--- config.mk ---
export PLATFORM = sky130hd
export DESIGN_NAME = aijc_mul
export DESIGN_NICKNAME = d
export VERILOG_FILES = /design/src/hw/rtl/adaptive_impedance_joint_controller_unit_macros.svh /design/src/hw/rtl/aijc_pkg.sv /design/src/hw/rtl/aijc_mul.sv
export SDC_FILE = /design/constraint.sdc
export NUM_CORES = 2
export LEC_CHECK = 0
export BUFFER_PORTS_ARGS = -buffer_cell sky130_fd_sc_hd__clkbuf_2
export CAP_MARGIN = 20
export CORE_ASPECT_RATIO = 0.75
export CORE_MARGIN = 5
export CORE_UTILIZATION = 48
export CTS_BUF_LIST = sky130_fd_sc_hd__clkbuf_4 sky130_fd_sc_hd__clkbuf_8 sky130_fd_sc_hd__clkbuf_16
export DETAILED_ROUTE_END_ITERATION = 10
export GPL_TIMING_DRIVEN = 0
export PLACE_DENSITY = 0.74
export SETUP_SLACK_MARGIN = 0.3
export SLEW_MARGIN = 20
export SYNTH_ARGS = -nofsm -noshare
export SYNTH_HDL_FRONTEND = slang
export SYNTH_SLANG_ARGS = --single-unit
--- constraint.sdc ---
create_clock -name clk -period 9.9 [get_ports clk]
set_input_delay 0.495 -clock clk [delete_from_list [all_inputs] [get_ports clk]]
set_output_delay 0.495 -clock clk [all_outputs]
set_load 0.01 [all_outputs]
--- src/hw/rtl/adaptive_impedance_joint_controller_unit_macros.svh ---
// assertion macros for the joint controller
`ifndef ADAPTIVE_IMPEDANCE_JOINT_CONTROLLER_UNIT_MACROS_SVH
`define ADAPTIVE_IMPEDANCE_JOINT_CONTROLLER_UNIT_MACROS_SVH

// implication checked on every rising clock edge outside reset
`define AIJC_ASSERT_IMP(label, clk, rst_n, ante, cons, msg) \
	label: assert property (@(posedge clk) disable iff (!rst_n) (ante) |-> (cons)) \
		else $error(msg);

// next-cycle implication outside reset
`define AIJC_ASSERT_NEXT(label, clk, rst_n, ante, cons, msg) \
	label: assert property (@(posedge clk) disable iff (!rst_n) (ante) |=> (cons)) \
		else $error(msg);

`endif

--- src/hw/rtl/aijc_pkg.sv ---
`timescale 1ns / 1ps
// ----------------------------------------------------------------------------
// aijc_pkg
// shared constants and types of the adaptive impedance joint controller
// ----------------------------------------------------------------------------
package aijc_pkg;
	localparam int JOINTS = 8;
	localparam int JW = (JOINTS > 1) ? $clog2(JOINTS) : 1;

	localparam logic [2:0] REG_MODE   = 3'd0;
	localparam logic [2:0] REG_GAIN_P = 3'd1;
	localparam logic [2:0] REG_GAIN_I = 3'd2;
	localparam logic [2:0] REG_MAX_K  = 3'd3;
	localparam logic [2:0] REG_ALPHA  = 3'd4;
	localparam logic [2:0] REG_ERR_G  = 3'd5;
	localparam logic [2:0] REG_INV_N  = 3'd6;

	localparam logic signed [31:0] S32_MAX = 32'sh7fffffff;
	localparam logic signed [31:0] S32_MIN = 32'sh80000000;

	// saturate a 34-bit signed value to 32 bits
	function automatic logic signed [31:0] sat34(input logic signed [33:0] v);
		logic signed [31:0] r;
		r = v[31:0];
		if (v > 34'sh07fffffff) r = S32_MAX;
		else if (v < -34'sh080000000) r = S32_MIN;
		return r;
	endfunction

	// request to the shared multiplier
	typedef struct packed {
		logic               go;
		logic signed [32:0] a;
		logic signed [32:0] b;
	} mul_req_t;
endpackage

--- src/hw/rtl/aijc_mul.sv ---
`timescale 1ns / 1ps
// ----------------------------------------------------------------------------
// aijc_mul
// shared q16.16 multiplier with round-half-up and saturation, product registered
// ----------------------------------------------------------------------------
module aijc_mul import aijc_pkg::*; (
	input  logic               clk,
	input  mul_req_t           req,
	output logic signed [31:0] res
);
	logic signed [65:0] prod_s1;
	logic signed [65:0] rnd;
	logic signed [49:0] q;

	// product register, loaded only on a request
	always_ff @(posedge clk) begin
		if (req.go) prod_s1 <= req.a * req.b;
	end

	// round, shift, saturate
	always_comb begin
		rnd = prod_s1 + 66'sd32768;
		q = rnd[65:16];
		if (q > 50'sh7fffffff) res = S32_MAX;
		else if (q < -50'sh80000000) res = S32_MIN;
		else res = q[31:0];
	end
endmodule

======== After elaboration in Yosys (flattened, before gate mapping) ========
Cells that the tools add are included.
cells by class
  $add $sub $neg .......................... 1
  multipliers ............................. 1
  divide/modulo/power cells ............... 0
  magnitude comparators ................... 2
  eq/ne operators ......................... 0
  shift operators ......................... 0
  multiplexer cells ....................... 2
  bitwise gates (word level) .............. 0
  reduce and logical (&&, ||, !) cells .... 0
operator list
  cell                      count
  $add A66 B17 Y66 const B  1
  $mul A33 B33 Y66          1
  $mux W32                  2
  $gt A50 B32 Y1 const B    1
  $lt A50 B32 Y1 const B    1
storage, ports and cells
  register bits after elaboration ......... 66
  bits in latches ......................... 0
  bits in writable memories ............... 0
  bits in read-only memories .............. 0
  bits of input ports ..................... 68
  output and inout bits ................... 32
  word-level logic and storage cells ...... 7
  memories kept ........................... 0

======== Longest topological paths before layout ========
  depth in word-level cells ............... 4
  depth in mapped cells ................... 29
  gate-level depth less buffers ........... 27

======== Worst setup path after synthesis ========
No wires, ideal clock.
  path kind ............................... input to register
  start point ............................. input req[65] (netlist name)
  end point ............................... register prod_s1[63], data pin
  setup time .............................. 0.174 ns
  arrival time ............................ 7.625 ns
  data required time ...................... 9.726 ns
  slack ................................... 2.100 ns
  stages .................................. 23
  path buffers ............................ 1
  cell sequence ........................... clkbuf_1 nand2_1 inv_1 fa_1 fa_1 fa_1 fa_1 inv_1 fa_1 inv_1 fa_1 fa_1 inv_1 fa_1 inv_1 ha_1 and3_1 a211oi_1 o21bai_1 a311o_1 o21ai_0 nand2_1 a311oi_1
on the way
  word-level cells in the longest chain between the ends .. 1
ends and longest elaborated chain
  item                    line            RTL
  start: declaration      aijc_mul.sv:8   input mul_req_t req,
  $mul A33 B33 Y66        aijc_mul.sv:17  if (req.go) prod_s1 <= req.a * req.b;
  end signal: assignment  aijc_mul.sv:17
  end: declaration        aijc_mul.sv:11  logic signed [65:0] prod_s1;
No other way between the ends.
A chain may end at the register's enable or synchronous reset.

======== Worst setup path after layout ========
  start point ............................. input req[60] (netlist name)
  end point ............................... register prod_s1[50], data pin
The elaborated chain is that of the path after synthesis.

==> results.ini <==
[outcome]
outcome = finished, final reports clean

[global_route]
grt_pass1_vias = 33200
grt_max_degree = 52
grt_pass1_wl_um = 227000
antenna_found_initial = 11
grt_use_total_pct = 34.2
grt.overflow.total = 0

[timing]
period_share_pct = 94.6
relSlewSlack_pct = 10.4
tightest_slew_ps = 1340
hold_viol = 0
finalSetupViolations = 0
rsz0062_at_grt = false
tns_ps = 0
fmax_mhz = 107
drv_slew = 0
period_minus_slack_ps = 9360

[clocking]
htree_levels = 2
cts_buffers = 5
cts_buffer_depth = 2
clock-sinks = 51
clkTransAtPathRegs_ps = 60
postCtsSetupBuffers = 0
cts_hold_buf = 0
cts-root-buf = clkbuf_16
cts_tree = built

[route]
drc = 0
viasPerCell = 5.60
drt_iter0_drc = 3783
drtPass1Iterations = 10
drtAntennaViolNets = 0
via_count = 32000
routedWlPerCell_um = 27.6
wl_um = 157000

[die]
die_w_um = 349
core_um2 = 85800
dieArea_um2 = 92300
initial_core_util_pct = 48.3
pin_count = 100
std_cell_rows = 93
die_h_um = 264

[synthesis]
synth_flop_cell = edfxtp_1
yosysTopAreaCell = fa_1
ys_seq_area_share_pct = 3.70
synth.distinct_cells = 75
synth-seq-cells = 51
yosys-top-cells-area = fa_1, inv_1, and2_1
async_flop_share_pct = 0
syn_avg_cell_area_um2 = 9.31
synth_top_area_share_pct = 55.3
ys_warn_count = 0
synth_area_um2 = 41400
syn_inst = 4452
synth_edf_count = 51
synth_nets = 5877

[finish]
largest_register = prod_s1
largest_reg_flops = 51
nets = 5984
final_util_pct = 50.8
reg.largest.list = prod_s1: 51 flops
area_delta_synth_final_pct = 5.11
nFillCells = 7965
drive_gt1_share_pct = 3.25

[placed_design]
io_buffers = 99
dpl.hpwl_um = 132000
gp_congestion = 1.11

[critical_path]
critical_path_required_ps = 9920
cp-start-kind = input port
worstPathMaxFanout = 10
slowest_stage = clkbuf_1
cp_common_cell = fa_1
criticalPathCategory = input port to flop
cpPeakStageDelay_ps = 970
endpoint_kind = flop
cp_data_arrival_time_ps = 9390

[job]
drv_cap = 0

[hold_path]
min_path_type = input port to flop

## what timing repair did
action,CTS,global route
gates resized for setup,1,7
cloned,0,0
setup endpoints to repair,1,2
endpoints found under the hold margin,0,0
## routing by layer
layer	share of wire, %	wire length (um)	up-vias	GRT usage [%]
met4	4.0	6260	12	10.2
met2	37	58100	2475	44.0
met1	38	59700	16100	45.4
li1	-	-	13000	-
met5	0.16	256	-	1.58
met3	21	33000	412	24.3
## cells in the final DEF, fill, tap and decap left out, types with 4 or more instances in the layout
cell / n
o21ai_1: 31
clkbuf_1: 199
o21bai_1: 7
a31oi_1: 16
diode_2: 9
nor4_1: 5
nand2_1: 572
ha_1: 213
edfxtp_1: 51
a211oi_1: 6
buf_2: 4
and2_1: 544
nor2b_1: 8
inv_1: 1171
clkbuf_2: 109
nor3_1: 12
a21o_1: 25
nand3_1: 22
nand4_1: 22
o211ai_1: 8
o21a_1: 9
and3_1: 17
nand2b_1: 13
xor2_1: 41
clkbuf_16: 5
buf_6: 5
xnor2_1: 59
a21oi_1: 59
fa_1: 1143
nor2_1: 73
a41oi_1: 4
o21ai_0: 41
## logic make-up (layout without fill, tap and decap cells)
family,after synthesis,after routing,synth area share [%]
AOI/OAI and AO/OA,230,230,3.47
xor gates and xnor gates,100,100,2.11
adders and majority gates,1357,1357,61.7
buffers and inverters,1391,1499,12.7
DFF,51,51,3.70
muxes,5,5,0.130
other,0,9,0
and+or+nand+nor,1318,1318,16.2
## critical path: cells and delay by family
kind	cells	cell delay, ps
fa+ha+maj	9	4620
buf+inv	8	2130
compound gates	6	1220
simple gates	3	660
mux	1	240
## cells in the mapped netlist, types with 3 or more instances
| cell | count |
|---|---|
| edfxtp_1 | 51 |
| and2_1 | 544 |
| o21a_1 | 9 |
| o21bai_1 | 7 |
| buf_6 | 4 |
| a41oi_1 | 4 |
| nor2b_1 | 8 |
| nand4_1 | 22 |
| a21oi_1 | 59 |
| a31oi_1 | 16 |
| nor3_1 | 12 |
| xnor2_1 | 59 |
| o21ai_0 | 41 |
| a21o_1 | 25 |
| a211oi_1 | 6 |
| o21ai_1 | 31 |
| nand3_1 | 22 |
| ha_1 | 213 |
| nand2b_1 | 13 |
| nor4_1 | 5 |
| o211ai_1 | 8 |
| xor2_1 | 41 |
| a221oi_1 | 3 |
| and4_1 | 3 |
| nand2_1 | 572 |
| and3_1 | 17 |
| nor2_1 | 73 |
| inv_1 | 1171 |
| fa_1 | 1144 |
| clkbuf_1 | 210 |
## final cells by class
cell class                      instances  area (um2)  share of cell area, %
Antenna cell                            9        22.5                 0.0517
Timing Repair Buffer                  100         507                   1.16
Sequential cell                        51        1530                   3.52
Clock buffer                            6         133                  0.305
Buffer                                219         877                   2.01
Inverter                             1172        4400                   10.1
Multi-Input combinational cell       3010       34600                   79.5
Clock inverter                          2        12.5                 0.0287
Tap cell                             1140        1430                   3.28
## stage by stage
stage	setup WS [ps]	cell area, um2	std cells	hold WS (ps)
finish	538	43500	5709	940
global route	310	43500	5702	1000
CTS	597	43500	5699	1220
detailed placement	-7.07	43400	5691	1160
global placement	75.4	43400	5691	1160
floorplan	2100	41400	4452	607
## path summary, 6_finish.rpt
path	start	endpoint	slack, ps	depth (start not counted)
max	req[60]	prod_s1[50]	540	27
min	req[66]	prod_s1[17]	940	1
Power is not shown: default switching activity piles up to over one toggle a cycle in this logic, so the estimate is an artifact.
