==> src/hw/rtl/adaptive_impedance_joint_controller_unit_macros.svh <==
// assertion macros for the joint controller
`ifndef ADAPTIVE_IMPEDANCE_JOINT_CONTROLLER_UNIT_MACROS_SVH
`define ADAPTIVE_IMPEDANCE_JOINT_CONTROLLER_UNIT_MACROS_SVH

// implication checked on every rising clock edge outside reset
`define AIJC_ASSERT_IMP(label, clk, rst_n, ante, cons, msg) \
	label: assert property (@(posedge clk) disable iff (!rst_n) (ante) |-> (cons)) \
		else $error(msg);

// next-cycle implication outside reset
`define AIJC_ASSERT_NEXT(label, clk, rst_n, ante, cons, msg) \
	label: assert property (@(posedge clk) disable iff (!rst_n) (ante) |=> (cons)) \
		else $error(msg);

`endif

==> src/hw/rtl/aijc_pkg.sv <==
`timescale 1ns / 1ps
// ----------------------------------------------------------------------------
// aijc_pkg
// shared constants and types of the adaptive impedance joint controller
// ----------------------------------------------------------------------------
package aijc_pkg;
	localparam int JOINTS = 8;
	localparam int JW = (JOINTS > 1) ? $clog2(JOINTS) : 1;

	localparam logic [2:0] REG_MODE   = 3'd0;
	localparam logic [2:0] REG_GAIN_P = 3'd1;
	localparam logic [2:0] REG_GAIN_I = 3'd2;
	localparam logic [2:0] REG_MAX_K  = 3'd3;
	localparam logic [2:0] REG_ALPHA  = 3'd4;
	localparam logic [2:0] REG_ERR_G  = 3'd5;
	localparam logic [2:0] REG_INV_N  = 3'd6;

	localparam logic signed [31:0] S32_MAX = 32'sh7fffffff;
	localparam logic signed [31:0] S32_MIN = 32'sh80000000;

	// saturate a 34-bit signed value to 32 bits
	function automatic logic signed [31:0] sat34(input logic signed [33:0] v);
		logic signed [31:0] r;
		r = v[31:0];
		if (v > 34'sh07fffffff) r = S32_MAX;
		else if (v < -34'sh080000000) r = S32_MIN;
		return r;
	endfunction

	// request to the shared multiplier
	typedef struct packed {
		logic               go;
		logic signed [32:0] a;
		logic signed [32:0] b;
	} mul_req_t;
endpackage

==> src/hw/rtl/aijc_div.sv <==
`timescale 1ns / 1ps
// ----------------------------------------------------------------------------
// aijc_div
// radix-2 signed divider, truncating toward zero, saturated to 32 bits
// ----------------------------------------------------------------------------
module aijc_div import aijc_pkg::*; (
	input  logic               clk,
	input  logic               arst_n,
	input  logic               start,
	input  logic [46:0]        num,
	input  logic signed [31:0] den,
	output logic               done,
	output logic signed [31:0] quo
);
	logic [46:0] q_q;
	logic [32:0] r_q;
	logic [31:0] d_q;
	logic        neg_q;
	logic [5:0]  cnt_q;
	logic        busy_q;
	logic [33:0] trial;
	logic [47:0] mag;

	assign trial = {r_q, q_q[46]} - {2'b0, d_q};

	// shift-subtract loop, one quotient bit a cycle
	always_ff @(posedge clk or negedge arst_n) begin
		if (!arst_n) begin
			busy_q <= 1'b0;
			done   <= 1'b0;
			cnt_q  <= '0;
		end else begin
			done <= 1'b0;
			if (start) begin
				busy_q <= 1'b1;
				cnt_q  <= 6'd47;
			end else if (busy_q) begin
				cnt_q <= cnt_q - 6'd1;
				if (cnt_q == 6'd1) begin
					busy_q <= 1'b0;
					done   <= 1'b1;
				end
			end
		end
	end

	always_ff @(posedge clk) begin
		if (start) begin
			q_q   <= num;
			r_q   <= '0;
			d_q   <= den[31] ? 32'(-den) : den;
			neg_q <= den[31];
		end else if (busy_q) begin
			if (!trial[33]) begin
				r_q <= trial[32:0];
				q_q <= {q_q[45:0], 1'b1};
			end else begin
				r_q <= {r_q[31:0], q_q[46]};
				q_q <= {q_q[45:0], 1'b0};
			end
		end
	end

	// sign and saturate
	always_comb begin
		mag = {1'b0, q_q};
		if (neg_q) begin
			if (mag > 48'h80000000) quo = S32_MIN;
			else quo = 32'(-mag);
		end else begin
			if (mag > 48'h7fffffff) quo = S32_MAX;
			else quo = mag[31:0];
		end
	end
endmodule

==> config.mk <==
export PLATFORM = sky130hd
export DESIGN_NAME = aijc_div
export DESIGN_NICKNAME = d
export VERILOG_FILES = /design/src/hw/rtl/adaptive_impedance_joint_controller_unit_macros.svh /design/src/hw/rtl/aijc_pkg.sv /design/src/hw/rtl/aijc_div.sv
export SDC_FILE = /design/constraint.sdc
export NUM_CORES = 1
export LEC_CHECK = 0
export BUFFER_PORTS_ARGS = -buffer_cell sky130_fd_sc_hd__buf_2
export CELL_PAD_IN_SITES_DETAIL_PLACEMENT = 2
export CELL_PAD_IN_SITES_GLOBAL_PLACEMENT = 2
export CORE_MARGIN = 1
export CORE_UTILIZATION = 35
export DETAILED_ROUTE_END_ITERATION = 10
export PLACE_DENSITY_LB_ADDON = 0.1
export SLEW_MARGIN = 20
export SYNTH_ARGS = -nofsm -noshare
export SYNTH_HDL_FRONTEND = slang
export SYNTH_SLANG_ARGS = --single-unit
==> constraint.sdc <==
create_clock -name clk -period 5.3 [get_ports clk]
set_clock_uncertainty 0.2 [all_clocks]
set_input_delay 0.53 -clock clk [delete_from_list [all_inputs] [get_ports clk]]
set_output_delay 0.53 -clock clk [all_outputs]
set_load 0.03 [all_outputs]
Word-level counts from Yosys, hierarchy flattened
Index checks and enable logic that the tools add are counted.
W data, S select, Z words.
- register bits: 121
- bits of input ports: 82
- output and inout bits: 33
- logic and storage cells: 32
- $add $sub $neg: 4
- $lt $le $gt $ge: 2
- eq/ne operators: 1
- multiplexer cells: 16
- reduce and logical (&&, ||, !) cells: 1
- operators by type and width (kind ; count):
    $mux W32 ; 3
    $mux W47 ; 2
    $neg A32 Y32 ; 2
    $gt A47 B31 Y1 const B ; 1
    $gt A47 B32 Y1 const B ; 1
    $sub A34 B32 Y34 ; 1
    $mux W33 ; 1
    $mux W31 ; 1
    $mux W6 ; 2
    $mux W1 ; 7
    $eq A6 B1 Y1 const B ; 1
    $sub A6 B1 Y6 const B ; 1
    $reduce_bool A2 Y1 ; 1

Depth between registers and ports, before layout
Gate-level depths: netlist of the first run.
- depth in word-level cells: 4
- mapped depth: 15
- mapped depth without buffers: 13

Worst setup path after synthesis of the first run
No wires, ideal clock.
- path type: register to output
- from: reg q_q[0]
- to: out quo[30]
- data arrival time: 3441 ps
- required time: 4570 ps
- path slack: 1129 ps
- stages on the path, launching flop included: 15
- buffers on the path: 2
- cells stage by stage: edfxtp_1 -> inv_1 -> ha_1 -> or3b_2 -> nor4bb_1 -> nand4_1 -> or3_1 -> or3_1 -> o21ai_1 -> nand2b_1 -> or2_1 -> buf_6 -> buf_6 -> nor3b_1 -> a211o_1
- word-level cells in the longest chain between the ends: 3
- elaborated cells on any way between the ends: 6
- those cells by class: 1 x add/sub; 2 x order compare; 3 x mux
- ends and longest elaborated chain (item ; line ; text):
    start, declared ; aijc_div.sv:15 ; logic [46:0] q_q;
    start signal, assigned ; aijc_div.sv:49 ; q_q <= num;
    start signal, assigned ; aijc_div.sv:56 ; q_q <= {q_q[45:0], 1'b1};
    start signal, assigned ; aijc_div.sv:59 ; q_q <= {q_q[45:0], 1'b0};
    $gt A47 B31 Y1 (tied with other cells) ; aijc_div.sv:71 ; if (mag > 48'h7fffffff) quo = S32_MAX;
    $mux W32, on equally long branches ; aijc_div.sv:71, aijc_div.sv:68 ;
    $mux W32 * ; aijc_div.sv:67 ; if (neg_q) begin
    end, declared ; aijc_div.sv:13 ; output logic signed [31:0] quo
Every way passes the cells marked *; elsewhere a longest branch is shown, timed or not.

Worst setup path in the final report of the first run
- from: reg q_q[1]
- to: out quo[15]
Same word-level chain as after synthesis.

==> results of run 1 <==
## layout by cell type (no fill, tap or decap), drive strengths merged, types with 10 or more instances in the layout
cell type	count
buf	124
edfxtp	80
nor2	55
o21ai	54
nand2	52
inv	52
mux2	46
xnor2	43
a21oi	40
ha	37
a211oi	33
dfxtp	33
a211o	31
mux2i	25
a21o	21
nor3	20
nor3b	20
xor2	20
clkbuf	17
nor4	16
nand2b	15
or3	14
nand4	13
nand3	11
o41ai	10
## worst paths after layout
kind | from | to | slack (ps) | cells after the start
setup / recovery | q_q[1]$_DFFE_PP_ | quo[15] | 250 | 14
hold / removal | den[0] | d_q[0]$_DFFE_PP_ | 210 | 1
setup reg to reg | q_q[46]$_DFFE_PP_ | r_q[32]$_SDFFE_PP0P_ | 1340 | 14
hold reg to reg | r_q[24]$_SDFFE_PP0P_ | r_q[24]$_SDFFE_PP0P_ | 300 | 2
max in group asynchronous | arst_n | busy_q$_DFF_PN0_ | 4430 | 2
min in group asynchronous | arst_n | done$_DFF_PN0_ | 280 | 2
## area by class of cell
type / instances / area, µm² / area share, %
clock inverter: 15 / 167.7 / 1.706
timing repair buffer: 125 / 658.1 / 6.696
inverter: 48 / 180.2 / 1.833
clock buffer: 17 / 425.4 / 4.328
tap: 319 / 399.1 / 4.061
sequential: 121 / 3264 / 33.21
antenna: 1 / 2.502 / 0.02546
multi-input combinational: 657 / 4732 / 48.14
## metrics by stage
step	setup WS [ps]	util (%)	hold slack, ps	total power [W]
floorplan	1129	-	34.41	0.001455
global placement	558.7	39.29	188.7	0.001600
detailed placement	370.3	39.29	189.2	0.001615
CTS	103.1	41.86	191.9	0.002820
global route	0.9908	41.87	195.9	0.002901
finish	254.4	41.88	206.6	0.002780
## per-layer routing
metal  track usage, %  share of wire (%)  up-vias
met2            35.09                 47      117
met1            27.06                 49     3530
met3            3.462                3.3       11
met4            4.202               0.57        2
met5                0              0.049        -
li1                 -                  -     3464
## registers in the layout (all words and copies together) (netlist names)
signal  cells
busy_q      1
cnt_q       6
d_q        32
done        1
neg_q       1
q_q        47
r_q        33
## what timing repair did
| action | in CTS | in global routing |
|---|---|---|
| endpoints found under the hold margin | 8 | 0 |
| hold buffers | 1 | 0 |
| resized for setup | 1 | 1 |
| pin swaps | 0 | 0 |
| endpoints found under the setup margin | 28 | 28 |
## cells by family after synthesis
logic type / count (synthesis) / share of synthesized area, %
AO/OA/AOI/OAI: 237 / 19.14
AND/OR/NAND/NOR: 248 / 15.66
buffers and inverters: 102 / 4.762
adder cells (fa/ha/maj): 38 / 5.762
XOR/XNOR: 63 / 6.583
flip-flops: 121 / 38.93
multiplexers: 71 / 9.166
## power breakdown
| part | total (W) | internal (W) | leakage (nW) | switching, W |
|---|---|---|---|---|
| registers | 0.00115 | 0.00109 | 1.17 | 0.0000667 |
| logic | 0.000439 | 0.000180 | 2.53 | 0.000258 |
| clock network | 0.00119 | 0.000702 | 0.279 | 0.000485 |
| total | 0.00278 | 0.00197 | 3.99 | 0.000810 |
## cell usage after synthesis (all sizes together), types with 6 or more instances
| library cell | n | share of area [%] |
|---|---|---|
| edfxtp | 80 | 29 |
| nor2 | 55 | 2.5 |
| o21ai | 54 | 3.2 |
| nand2 | 52 | 2.3 |
| clkbuf | 51 | 2.3 |
| inv | 47 | 2.1 |
| mux2 | 46 | 6.2 |
| xnor2 | 43 | 4.5 |
| a21oi | 40 | 2.4 |
| ha | 37 | 5.5 |
| a211oi | 33 | 3.0 |
| dfxtp | 33 | 7.9 |
| a211o | 31 | 3.2 |
| mux2i | 25 | 3.0 |
| a21o | 21 | 1.9 |
| nor3 | 20 | 1.2 |
| nor3b | 20 | 1.8 |
| xor2 | 20 | 2.1 |
| nor4 | 16 | 1.4 |
| nand2b | 15 | 1.1 |
| or3 | 14 | 1.0 |
| nand4 | 13 | 0.97 |
| nand3 | 11 | 0.66 |
| o41ai | 10 | 1.0 |
| a31oi | 8 | 0.60 |
| dfrtp | 8 | 2.4 |
| o31ai | 8 | 0.72 |
| o21a | 7 | 0.63 |
| o211ai | 6 | 0.54 |
| or2 | 6 | 0.45 |
==> metrics.md, run 1 <==
| Metric | Value |
|---|---|
| Outcome | finished clean |
| Filler instances | 2593 |
| Residual DRC | 0 |
| H-tree level count | 4 |
| CP max stage cell | or3b_2 |
| Post-Syn Area | 0.008382 mm² |
| Final hold violation count | 0 |
| Largest net degree at the start of global routing | 77 |
| Number of synthesized register bits | 121 |
| Worst Path Required | 4570 ps |
| Antenna-violating nets left | 0 |
| Die X | 156.8 µm |
| Peak supply drop | 0.1827 mV |
| Critical path's largest stage delay | 500 ps |
| Maxcap violations | 0 |
| # port buffers | 114 |
| Via density | 5.467 |
| Max Slew Vio Count | 0 |
| Gr ovfl total | 0 |
| Vias in the first global route | 7490 |
| Placed cell count | 1269 |
| Starting density of the core | 35.71% |
| Crit Path Max Fanout | 30 |
| Net Count, Synth | 1000 |
| Via Count | 7124 |
| Crit path buf inv count | 3 |
| Hold Path Class | in -> reg |
| Max Clk Rate | 198.2 MHz |
| Number of enable flip-flop cells after synthesis | 80 |
| Detailed Route WL | 24480 µm |
| Clk_lat worst skew | 420 ps |
| Setup TNS Final | 0 ps |
| Slew Limit Headroom | 37.92% |
| # IOs | 115 |
| Clock Tree Root | clkbuf_16 |
| Core ar. | 0.02347 mm² |
| First-pass GRT wire length | 39880 µm |
| Ys async rst share | 6.612% |
| Reg clk slew, reported paths | 60 ps |
| Share of layout cells above drive strength 1 | 21.87% |
| Critical path cell sequence | inv_1, ha_1, or3b_2, nor4bb_1, nand4_1, or3_1, or3_1, o21ai_1, nand2b_1, buf_4, nand2b_1, o31ai_1, a211o_1, buf_2 |
| Mean Syn Cell Area | 9.525 µm² |
| Routed WL per cell | 18.79 µm |
| Fin crit period | 5046 ps |
| Die height | 156.8 µm |
| Nets | 1090 |
| Setup crit start kind | flip-flop |
| Post-placement cell area | 0.009221 mm² |
| Netlist cell types | 59 |
| Final instance area | 0.009829 mm² |
| CTS tree | built |
| GRT Overall Usage | 20.53% |
| Initial antenna violation count | 2 |
| Area Overhead vs Synth | 17.27% |
| RSZ-0062 raised after global routing | false |
| Setup violators final | 0 |
| Cell Pwr Density | 282.8 mW/mm² |
| CTS Buffer Depth | 2 |
| Setup Buffers After CTS | 0 |
| Fin crit share | 95.20% |
| DPL Wire Length | 17750 µm |
| # clock sinks | 121 |
| Synth Instances | 880 |
| DR pass1 iterations | 4 |
| GP Congestion | 0.7924 |
| Post-Layout Cell Count | 1303 |
| WS Path Type | reg -> out |
| Total CTS buffers | 17 |
| CP top delay family | simple AND/OR/NAND/NOR gates |
| Row count | 56 |
| Crit end category | primary output |
| Slew at the pin with the worst max-slew slack | 931.2 ps |
| Synth Flop Type | edfxtp_1 |
| P_leak | 3.986 nW |
| WP data arrival | 4320 ps |
| Die area | 0.02457 mm² |
| Synth warn | 0 |
| Iter 0 DRT Violations | 229 |
| Post-synthesis sequential area ratio | 38.93% |
No activity file was read; power rests on OpenSTA's default activity.
==> run 2: changes to the inputs <==
--- a/config.mk
+++ b/config.mk
@@ -5,12 +5,12 @@
 export SDC_FILE = /design/constraint.sdc
 export NUM_CORES = 1
 export LEC_CHECK = 0
-export BUFFER_PORTS_ARGS = -buffer_cell sky130_fd_sc_hd__buf_2
 export CELL_PAD_IN_SITES_DETAIL_PLACEMENT = 2
 export CELL_PAD_IN_SITES_GLOBAL_PLACEMENT = 2
 export CORE_MARGIN = 1
 export CORE_UTILIZATION = 35
 export DETAILED_ROUTE_END_ITERATION = 10
+export DONT_BUFFER_PORTS = 1
 export PLACE_DENSITY_LB_ADDON = 0.1
 export SLEW_MARGIN = 20
 export SYNTH_ARGS = -nofsm -noshare
==> run 2 against run 1 <==
Via count shrank 4.9%. First-iteration DRC count grew 22%. Sequential cell count is the same. Utilization shrank 2.1 points. Highest routed layer unchanged.
==> metrics.md, run 2 (same netlist as run 1, synthesis figures left out) <==
| Metric | Value |
|---|---|
| Via density | 5.682 |
| CTS tree | built |
| Setup crit start kind | flip-flop |
| # IOs | 115 |
| Clk_lat worst skew | 420 ps |
| Highest-count cells in the layout ignoring fill and taps | edfxtp_1, nor2_1, nand2_1, o21ai_0, inv_1 |
| Area Overhead vs Synth | 11.32% |
| Setup TNS Final | 0 ps |
| H-tree level count | 4 |
| Crit Path Max Fanout | 30 |
| GP Congestion | 0.8325 |
| Share of layout cells above drive strength 1 | 11.48% |
| CTS Buffer Depth | 2 |
| GRT Overall Usage | 20.39% |
| Maxcap violations | 0 |
| Critical path cell sequence | inv_1, ha_1, or3b_2, nor4bb_2, nand4_1, or3_1, or3_1, o21ai_1, nand2b_1, buf_4, nand2b_1, o21ai_0, a211o_1 |
| Detailed Route WL | 24340 µm |
| P_leak | 3.573 nW |
| Setup ws final | 351.1 ps |
| Outcome | finished clean |
| Worst Path Required | 4570 ps |
| Number of flip-flops in the largest register | 47 |
| RSZ-0062 raised after global routing | false |
| # port buffers | 0 |
| Slew at the pin with the worst max-slew slack | 726.0 ps |
| First-pass GRT wire length | 39170 µm |
| Critical path's largest stage delay | 510 ps |
| Die area | 0.02457 mm² |
| WP data arrival | 4220 ps |
| Gr ovfl total | 0 |
| Biggest regs | q_q x47, r_q x33, d_q x32 |
| CP top delay family | simple AND/OR/NAND/NOR gates |
| Commonest non-fill, non-tap cell in the layout | edfxtp_1 |
| Max Slew Vio Count | 0 |
| Crit end category | primary output |
| Row count | 56 |
| Iter 0 DRT Violations | 279 |
| CP max stage cell | or3b_2 |
| Routed wl met2 | 11790 µm |
| Die X | 156.8 µm |
| Slew Limit Headroom | 51.60% |
| Largest reg by FF count | q_q |
| Antenna-violating nets left | 0 |
| Initial antenna violation count | 2 |
| Fin crit period | 4949 ps |
| Vias in the first global route | 7357 |
| Routed WL per cell | 20.42 µm |
| Starting density of the core | 35.71% |
| WS Path Type | reg -> out |
| Total CTS buffers | 17 |
| Die height | 156.8 µm |
| Cell Pwr Density | 291.6 mW/mm² |
| Crit path buf inv count | 2 |
| M1 WL | 11200 µm |
| Reg clk slew, reported paths | 70 ps |
| Max Clk Rate | 202.1 MHz |
| Fin crit share | 93.37% |
| Residual DRC | 0 |
| DPL Wire Length | 17390 µm |
| DR pass1 iterations | 4 |
| Final hold violation count | 0 |
| Largest net degree at the start of global routing | 110 |
| Setup violators final | 0 |
| Via Count | 6773 |
| # clock sinks | 121 |
| Post-Place Setup Slack | 441.0 ps |
| Hold Path Class | in -> reg |
| Highest routed metal layer | met5 |
| Peak supply drop | 0.1339 mV |
| Core ar. | 0.02347 mm² |
| Wire length on met3 | 932 µm |
| R2r setup slk | 1240 ps |
| Clock Tree Root | clkbuf_16 |
| Nets | 978 |
[run 2: cell count changes in the layout (fill, tap and decap cells not counted), sizes merged]
| cell | change |
|---|---|
| buf | -117 |
| clkbuf | +1 |
| dlygate4sd3 | +5 |
| diode | +1 |
| inv | +1 |
| clkinvlp | -2 |
[run 2: what timing repair did]
item | CTS | global route
pin swaps | 0 | 0
endpoints found under the hold margin | 22 | 7
setup buffers | 0 | 0
hold buffers | 5 | 1
setup endpoints to repair | 7 | 29
resized for setup | 1 | 4
[run 2: area by class of cell]
type / count / area [µm²]
well taps: 319 / 399.1
diodes: 2 / 5.005
clock inverters: 14 / 165.2
inverters: 48 / 180.2
fillers: 2531 / 14140
multi-input cells: 657 / 4755
repair buffers: 13 / 132.6
flip-flops and latches: 121 / 3264
clock buffers: 18 / 429.2
[run 2: metrics by stage]
stage / power (W) / std cells / utilization (%) / cell area (µm²) / hold slack [ps]
finish: 0.002721 / 1192 / 39.75 / 9330 / 29.10
global route: 0.002838 / 1190 / 39.73 / 9325 / 0.7658
detailed placement: 0.001536 / 1151 / 36.72 / 8618 / 34.59
global placement: 0.001516 / 1151 / 36.72 / 8618 / 34.61
floorplan: 0.001455 / 880 / - / 8382 / 34.41
CTS: 0.002751 / 1188 / 39.46 / 9263 / 1.162
[run 2: final timing paths]
| check | to | cells after the start | from |
|---|---|---|---|
| worst min register to register | r_q[24]$_SDFFE_PP0P_ | 2 | r_q[24]$_SDFFE_PP0P_ |
| worst max register to register | r_q[32]$_SDFFE_PP0P_ | 13 | q_q[46]$_DFFE_PP_ |
| max in group asynchronous | busy_q$_DFF_PN0_ | 1 | arst_n |
| worst max-delay path | quo[17] | 13 | q_q[0]$_DFFE_PP_ |
| worst min-delay path | d_q[23]$_DFFE_PP_ | 0 | start |
| min in group asynchronous | cnt_q[5]$_DFFE_PN0P_ | 1 | arst_n |
[run 2: power by group]
group / internal [W] / leakage, nW / switching (W)
sequential: 0.00109 / 1.17 / 0.0000716
clock: 0.000706 / 0.284 / 0.000486
combinational: 0.000150 / 2.12 / 0.000220
[run 2: layer usage]
metal	GRT usage, %	up-vias
li1	-	3249
met1	25.68	3352
met2	35.09	141
met3	4.016	29
met4	5.882	2
met5	0	-
